--- src/rtl/sparse_triplet_to_compressed_builder_defines.svh ---
// ----------------------------------------------------------------------------
// sparse triplet builder assertion macros
// shared concurrent assertion forms, clocked on clock, quiet during reset
// ----------------------------------------------------------------------------
`ifndef SPARSE_TRIPLET_TO_COMPRESSED_BUILDER_DEFINES_SVH
`define SPARSE_TRIPLET_TO_COMPRESSED_BUILDER_DEFINES_SVH

// same-cycle implication
`define STCB_ASSERT_NOW(label, cond, expr, msg) \
   label: assert property (@(posedge clock) disable iff (reset) (cond) |-> (expr)) \
      else $error(msg);

// next-cycle implication
`define STCB_ASSERT_NEXT(label, cond, expr, msg) \
   label: assert property (@(posedge clock) disable iff (reset) (cond) |=> (expr)) \
      else $error(msg);

`endif

--- src/rtl/stcb_pkg.sv ---
// ----------------------------------------------------------------------------
// stcb_pkg
// shared widths, codes and controller/datapath interface types
// ----------------------------------------------------------------------------
`default_nettype none

package stcb_pkg;

   localparam int OP_W   = 3;
   localparam int ST_W   = 2;
   localparam int IDX_W  = 10;
   localparam int POS_W  = 11;
   localparam int VAL_W  = 32;
   localparam int SUM_W  = 48;
   localparam int KEY_W  = 2 * IDX_W;
   localparam int CSR_AW = 2;

   // operation codes
   localparam logic [OP_W-1:0] OP_ADD    = 3'd0;
   localparam logic [OP_W-1:0] OP_BUILD  = 3'd1;
   localparam logic [OP_W-1:0] OP_PTR    = 3'd2;
   localparam logic [OP_W-1:0] OP_ENTRY  = 3'd3;
   localparam logic [OP_W-1:0] OP_LOOKUP = 3'd4;

   // status codes
   localparam logic [ST_W-1:0] ST_OK        = 2'd0;
   localparam logic [ST_W-1:0] ST_FULL      = 2'd1;
   localparam logic [ST_W-1:0] ST_RANGE     = 2'd2;
   localparam logic [ST_W-1:0] ST_NOT_BUILT = 2'd3;

   // register indexes
   localparam logic [CSR_AW-1:0] CSR_ROW_TOTAL    = 2'd0;
   localparam logic [CSR_AW-1:0] CSR_COLUMN_TOTAL = 2'd1;
   localparam logic [CSR_AW-1:0] CSR_ROW_MAJOR    = 2'd2;

   // saturation bounds of the duplicate sum
   localparam logic signed [SUM_W-1:0] SAT_HI = 48'sh0000_7FFF_FFFF;
   localparam logic signed [SUM_W-1:0] SAT_LO = 48'shFFFF_8000_0000;

   typedef struct packed {
      logic            load_req;
      logic            add_write;
      logic            status_set;
      logic [ST_W-1:0] status_code;
      logic            ptr_rd_pos;
      logic            ent_rd_pos;
      logic            ptr_rd_maj;
      logic            take_lo;
      logic            take_hi;
      logic            srch_issue_mid;
      logic            srch_update;
      logic            take_ptr_word;
      logic            take_entry;
      logic            take_lookup;
      logic            b_init;
      logic            scan_step;
      logic            fill_write;
      logic            emit;
      logic            b_finish;
      logic            rsp_load;
   } cmd_type;

   typedef struct packed {
      logic [OP_W-1:0] op;
      logic            full;
      logic            built;
      logic            ptr_oob;
      logic            ent_oob;
      logic            lk_oob;
      logic            scan_done;
      logic            found;
      logic            fill_done;
      logic            srch_more;
   } sts_type;

endpackage

`default_nettype wire

--- src/rtl/stcb_ctrl.sv ---
// ----------------------------------------------------------------------------
// stcb_ctrl
// sequencer for add, build, reads and lookup; drives datapath commands
// ----------------------------------------------------------------------------
`default_nettype none

module stcb_ctrl (
   input  wire logic             clock,
   input  wire logic             reset,
   input  wire logic             req_valid,
   output      logic             req_stall,
   output      logic             rsp_valid,
   input  wire logic             rsp_stall,
   input  wire stcb_pkg::sts_type sts,
   output      stcb_pkg::cmd_type cmd
);

   localparam logic [3:0] S_IDLE   = 4'd0;
   localparam logic [3:0] S_DISP   = 4'd1;
   localparam logic [3:0] S_DONE   = 4'd2;
   localparam logic [3:0] S_B_SCAN = 4'd3;
   localparam logic [3:0] S_B_FILL = 4'd4;
   localparam logic [3:0] S_B_EMIT = 4'd5;
   localparam logic [3:0] S_B_END  = 4'd6;
   localparam logic [3:0] S_RD_P   = 4'd7;
   localparam logic [3:0] S_RD_E   = 4'd8;
   localparam logic [3:0] S_L_P1   = 4'd9;
   localparam logic [3:0] S_L_P2   = 4'd10;
   localparam logic [3:0] S_L_LOOP = 4'd11;
   localparam logic [3:0] S_L_CMP  = 4'd12;
   localparam logic [3:0] S_L_FIN  = 4'd13;

   logic [3:0] state_ff;
   logic [3:0] state_in;
   logic       rsp_valid_ff;

   // no item is taken while in reset
   assign req_stall = reset || (state_ff != S_IDLE);
   assign rsp_valid = rsp_valid_ff;

   // next state and commands
   always_comb begin
      cmd      = '0;
      state_in = state_ff;
      unique case (state_ff)
         S_IDLE: begin
            if (req_valid) begin
               cmd.load_req = 1'b1;
               state_in     = S_DISP;
            end
         end
         S_DISP: begin
            priority if (sts.op == stcb_pkg::OP_ADD) begin
               cmd.add_write   = !sts.full;
               cmd.status_set  = sts.full;
               cmd.status_code = stcb_pkg::ST_FULL;
               state_in        = S_DONE;
            end else if (sts.op == stcb_pkg::OP_BUILD) begin
               cmd.b_init = 1'b1;
               state_in   = S_B_SCAN;
            end else if (sts.op > stcb_pkg::OP_LOOKUP) begin
               state_in = S_IDLE;
            end else if (!sts.built) begin
               cmd.status_set  = 1'b1;
               cmd.status_code = stcb_pkg::ST_NOT_BUILT;
               state_in        = S_DONE;
            end else if (sts.op == stcb_pkg::OP_PTR) begin
               cmd.status_set  = sts.ptr_oob;
               cmd.status_code = stcb_pkg::ST_RANGE;
               cmd.ptr_rd_pos  = 1'b1;
               state_in        = sts.ptr_oob ? S_DONE : S_RD_P;
            end else if (sts.op == stcb_pkg::OP_ENTRY) begin
               cmd.status_set  = sts.ent_oob;
               cmd.status_code = stcb_pkg::ST_RANGE;
               cmd.ent_rd_pos  = 1'b1;
               state_in        = sts.ent_oob ? S_DONE : S_RD_E;
            end else begin
               cmd.status_set  = sts.lk_oob;
               cmd.status_code = stcb_pkg::ST_RANGE;
               cmd.ptr_rd_maj  = 1'b1;
               state_in        = sts.lk_oob ? S_DONE : S_L_P1;
            end
         end
         S_RD_P: begin
            cmd.take_ptr_word = 1'b1;
            state_in          = S_DONE;
         end
         S_RD_E: begin
            cmd.take_entry = 1'b1;
            state_in       = S_DONE;
         end
         S_L_P1: begin
            cmd.take_lo = 1'b1;
            state_in    = S_L_P2;
         end
         S_L_P2: begin
            cmd.take_hi = 1'b1;
            state_in    = S_L_LOOP;
         end
         S_L_LOOP: begin
            if (sts.srch_more) begin
               cmd.srch_issue_mid = 1'b1;
               state_in           = S_L_CMP;
            end else begin
               state_in = S_L_FIN;
            end
         end
         S_L_CMP: begin
            cmd.srch_update = 1'b1;
            state_in        = S_L_LOOP;
         end
         S_L_FIN: begin
            cmd.take_lookup = 1'b1;
            state_in        = S_DONE;
         end
         S_B_SCAN: begin
            if (sts.scan_done) begin
               state_in = S_B_FILL;
            end else begin
               cmd.scan_step = 1'b1;
            end
         end
         S_B_FILL: begin
            if (!sts.fill_done) begin
               cmd.fill_write = 1'b1;
            end else begin
               state_in = sts.found ? S_B_EMIT : S_B_END;
            end
         end
         S_B_EMIT: begin
            cmd.emit = 1'b1;
            state_in = S_B_SCAN;
         end
         S_B_END: begin
            cmd.b_finish = 1'b1;
            state_in     = S_DONE;
         end
         S_DONE: begin
            if (!(rsp_valid_ff && rsp_stall)) begin
               cmd.rsp_load = 1'b1;
               state_in     = S_IDLE;
            end
         end
         default: begin
            state_in = S_IDLE;
         end
      endcase
   end

   // state and output valid
   always_ff @(posedge clock) begin
      if (reset) begin
         state_ff     <= S_IDLE;
         rsp_valid_ff <= 1'b0;
      end else begin
         state_ff <= state_in;
         if (cmd.rsp_load) begin
            rsp_valid_ff <= 1'b1;
         end else if (!rsp_stall) begin
            rsp_valid_ff <= 1'b0;
         end
      end
   end

endmodule

`default_nettype wire

--- config.mk ---
export PLATFORM = sky130hd
export DESIGN_NAME = stcb_ctrl
export DESIGN_NICKNAME = d
export VERILOG_FILES = /design/src/rtl/sparse_triplet_to_compressed_builder_defines.svh /design/src/rtl/stcb_pkg.sv /design/src/rtl/stcb_ctrl.sv
export SDC_FILE = /design/constraint.sdc
export NUM_CORES = 1
export LEC_CHECK = 0
export BUFFER_PORTS_ARGS = -buffer_cell sky130_fd_sc_hd__buf_2
export CORE_ASPECT_RATIO = 0.9
export CORE_MARGIN = 2
export CORE_UTILIZATION = 45
export DETAILED_ROUTE_END_ITERATION = 8
export MAX_ROUTING_LAYER = met4
export PLACE_DENSITY = 0.89
export SLEW_MARGIN = 20
export SYNTH_ARGS = -nofsm -noshare
export SYNTH_HDL_FRONTEND = slang
export SYNTH_SLANG_ARGS = --single-unit
--- constraint.sdc ---
create_clock -name clock -period 3.8 [get_ports clock]
set_clock_uncertainty 0.2 [all_clocks]
set_input_delay 0.76 -clock clock [delete_from_list [all_inputs] [get_ports clock]]
set_output_delay 0.76 -clock clock [all_outputs]
set_load 0.03 [all_outputs]
After elaboration in Yosys (flattened, before gate mapping):

Cells that the tools add are included.
W data, S select, Z words.

* flip-flop bits (word level): 5
* latch bits: 0
* RAM bits: 0
* ROM bits: 0
* input bits: 16
* output and inout bits: 23
* logic and storage cells: 86
* memories: 0

* add/sub/neg operators: 0
* multiply operators: 0
* div/mod/pow operators: 0
* $lt $le $gt $ge: 1
* eq/ne operators: 21
* shift-type cells: 0
* multiplexer cells: 53
* bitwise gates (word level): 0
* reductions and logical operators: 9

Operator list (count)
* $mux W4: 12
* $pmux W4 S10: 1
* $mux W1: 28
* $eq A4 B4 Y1 const B: 6
* $mux W3: 7
* $eq A4 B3 Y1 const B: 4
* $mux W6: 2
* $eq A4 B2 Y1 const B: 2
* $ne A2 B2 Y1 const B: 4
* $mux W7: 1
* $eq A3 B2 Y1 const B: 2
* $eq A4 B1 Y1 const B: 1
* $logic_not A4 Y1: 1
* $mux W2: 2
* $reduce_and A4 Y1: 1
* $reduce_bool A4 Y1: 1
* $reduce_or A4 Y1: 1
* $eq A3 B1 Y1 const B: 1
* $gt A3 B3 Y1 const B: 1
* $logic_not A3 Y1: 1
* $ne A2 B1 Y1 const B: 1
* $reduce_or A2 Y1: 1
* $logic_and A1 B1 Y1: 1
* $logic_not A1 Y1: 1
* $logic_or A1 B1 Y1: 1

Logic depth before layout (Yosys ltp):

* depth after elaboration: 8
* gate-level depth with buffers: 6
* gate-level depth less buffers: 4

Worst setup path before layout:

No wires, ideal clock.

* kind: input to output
* start point: input sts[9] (netlist bit)
* end point: output cmd[19] (netlist bit)
* data arrival time: 1.959 ns
* required time: 2.840 ns
* slack: 0.881 ns
* stages on the path: 3
* path buffers: 1
* cell sequence: clkbuf_1 > or2_2 > nor3_1

RTL lines
* from (decl): line stcb_ctrl.sv:14 `input wire stcb_pkg::sts_type sts,`
* to (decl): line stcb_ctrl.sv:15 `output stcb_pkg::cmd_type cmd`

==> metrics.md <==
| Metric | Value |
|---|---|
| Met2 GRT Util | `0.407` |
| Die area | `1870 sq um` |
| P_sw | `0.0775 mW` |
| Commonest non-fill, non-tap cells in the layout | `buf_2 (38), nor2_1 (17), nor3_1 (9), nand2_1 (7)` |
| Status | `finished clean` |
| Largest area contributor in the netlist | `dfxtp_1` |
| Cells after Synth | `roughly 100` |
| Pin count of the biggest net entering global routing | `19` |
| CTS sink cnt | `5` |
| Worst-margin pin slew | `0.617 ns` |
| WS Path Type | `reg2out` |
| Pwr Total | `about 0.21 mW` |
| Part of the power in registers | `0.311` |
| Initial core utilization | `0.479` |
| Critical Path RT | `roughly 2.8 ns` |
| Share of post-route cells with drive strength above 1 | `0.319` |
| Slew headroom | `0.588` |
| H-tree Lvls | `1` |
| Reg2reg path depth | `4` |
| Commonest non-fill, non-tap cell in the layout | `buf_2` |
| CTS tree | `done` |
| Sw frac | `0.378` |
| Crit. End Element | `output pin` |
| DRT iter0 DRCs | `27` |
| Global route hottest layer | `met2` |
| Leakage dissipation | `about 0.41 nW` |
| Die X | `~45 microns` |
| Worst Setup SP | `state_ff[0]` |
| Worst path slowest cell | `dfxtp_1` |
| Die height | `41.2 microns` |
| Grt ovf | `0` |
| Pins Over Slew Limit | `0` |
| Worst hold path startpoint | `rsp_valid` |
| PortBufs | `38` |
| Peak supply drop | `around 0.17 mV` |
| Core area | `around 1400 sq um` |
| Met1 Use GR | `0.244` |
| Clock transition at path regs | `0.05 ns` |
| CP cell instances | `nor4b_4 > or2b_1 > nor3_1 > buf_2` |
| Cts hold-fix bufs | `0` |
| Minimum clock period | `about 2.9 ns` |
| Final nets | `around 160` |
| FF-to-FF setup slack | `between 1.5 and 2 ns` |
| Int Power | `0.128 mW` |
| Post-synthesis area per instance | `6.73 sq um` |
| Post-synthesis cell type count | `39` |
| RSZ-0062 raised after global routing | `false` |
| Storage element area | `roughly 100 sq um` |
| Hold depth | `2` |
| Power share of the clock group | `0.296` |
| Crit Reg-Reg Startpoint | `state_ff[0]` |
| Site Rows | `13` |
| Reg-to-reg critical path endpoint | `state_ff[0]` |
| Fmax | `about 0.35 GHz` |
| Number of fill cells | `150` |
| DRC violations left | `0` |
| Synth Cell Area | `around 690 sq um` |
| Initial antenna violation count | `0` |
| Antenna Nets Post-Route | `0` |
| Syn_nets | `~120` |
| Comb power frac | `0.393` |
| Worst Hold End | `rsp_valid` |
| Avg Vias per Cell | `5.63` |
| WL/cell | `roughly 12 microns` |
| Num CTS Buffers | `3` |
| Worst Path Max Fanout | `15` |
| Met3 Usage GRT | `0.0661` |
| Crit path largest cell delay | `a little under 0.6 ns` |
| Number of global-route vias before repair | `~700` |
| Synth-to-Final Area Change | `28.3%` |
| Setup bufs post-CTS | `0` |
| TNS Setup | `0 ns` |
| First-pass GRT wire length | `roughly 2900 microns` |
| Period utilisation layout | `0.759` |
| # resized after CTS | `0` |
| Min-Delay Path Class | `reg2reg` |
| Root buffer cell | `clkbuf_4` |
| CP Launch Type | `flip-flop` |
| Fin. Hold Viols | `0` |
| Arrival time worst endpoint | `1.92 ns` |
| Area of the multi-input gates | `between 500 and 600 sq um` |
| CP top delay family | `simple AND/OR/NAND/NOR gates` |
| DR pass1 iterations | `4` |
| DPL Wire Length | `~1400 microns` |
| Ys Warns | `0` |
| Synth area leaders | `dfxtp_1 (14%), nor2_1 (9.2%), nor3_1 (6.5%), nand2b_1 (5.4%), nor2b_1 (5.4%)` |
| Pwr dens | `approximately 230 nW/um^2` |
| All-Layer GR Usage | `0.217` |
| Clock Tree Buf Depth | `2` |
| Share of Yosys cell area claimed by the top area cell type | `0.144` |
| Vias | `~860` |
| # diodes | `0` |
| Total Wirelength | `about 1900 microns` |
| Routability cong. | `0.842` |
| Post-synthesis sequential area ratio | `0.144` |
| #FFs+latches synth | `5` |
| Worst path bufs/invs | `1` |
| Max_cap viols | `0` |
| Final setup fails | `0` |
| Clk_lat worst skew | `~0.24 ns` |
| IO Pins | `39` |
[cell type report]
cell class                      instances  area share
Clock buffer                            4      0.0295
Multi-Input combinational cell         90       0.619
Timing Repair Buffer                   38       0.214
Inverter                                1     0.00422
Sequential cell                         5       0.113
Tap cell                               15      0.0211
[routing by layer]
layer  wire [microns]  vias up  part of all wire
met1              842      377              0.45
met2              884       45              0.47
li1                 -      440                 -
met4                0        0                 0
met5                0        -                 0
met3              135        0             0.072
[power groups by stage]
stage	clock, mW	combinational, mW	sequential [mW]
after detailed placement	0	0.0798	0.0646
after global placement	0	0.0775	0.0642
after floorplan	0	0.0612	0.0593
after global routing	0.0701	0.0886	0.0645
final	0.0608	0.0806	0.0639
after CTS	0.0637	0.0804	0.0636
[worst register-to-register path, stage by stage, from the launching register on]
cell and delay, ns:
dfxtp_1 0.58, nor4b_4 0.45, and2b_1 0.23, o21ai_0 0.09, a31oi_1 0.19
[cells in the mapped netlist, drive strengths merged]
cell type / number
o211ai: 1
and2b: 1
nand2b: 6
clkbuf: 1
a32oi: 1
a21boi: 1
and2: 1
nor2: 17
o221ai: 1
nand3: 2
a31oi: 2
and4b: 1
nand3b: 1
or2: 2
o21ai: 5
xnor2: 2
dfxtp: 5
a2bb2oi: 1
a221oi: 2
buf: 6
nor4b: 2
nor3b: 3
or4: 1
nand2: 7
o2111ai: 1
o22ai: 2
nor3: 10
o21a: 4
and3b: 1
and3: 1
inv: 1
nor2b: 6
a21oi: 3
or2b: 1
nand4bb: 1
[sequential cells by signal (all words and copies together), names as in the netlist]
signal     cells
state_ff       4
rsp_valid      1
[how the worst max path moves through the flow]
stage	endpoint	slack (ns)	depth (start not counted)
CTS	cmd[15]	0.90	4
finish	cmd[15]	0.92	4
global placement	cmd[18]	1.11	5
global route	cmd[19]	0.72	4
floorplan	cmd[19]	0.88	3
detailed placement	cmd[18]	1.03	5
[logic make-up after synthesis]
| group | share of synthesized area |
|---|---|
| AND/OR/NAND/NOR | 0.534 |
| AO/OA/AOI/OAI | 0.235 |
| buffers and inverters | 0.0614 |
| flip-flops | 0.144 |
| XOR/XNOR | 0.0253 |
[per-stage QoR]
step	hold WS, ns	cell area, sq um	worst slack (ns)	utilization	std cells
2_1_floorplan	0.387	693	0.881	-	103
3_3_place_gp	0.259	863	1.11	0.596	149
3_5_place_dp	0.278	863	1.03	0.596	149
4_1_cts	0.286	890	0.903	0.615	153
5_1_grt	0.311	890	0.719	0.615	153
6_report	0.281	890	0.916	0.615	153
(Power assumes the default switching activity.)
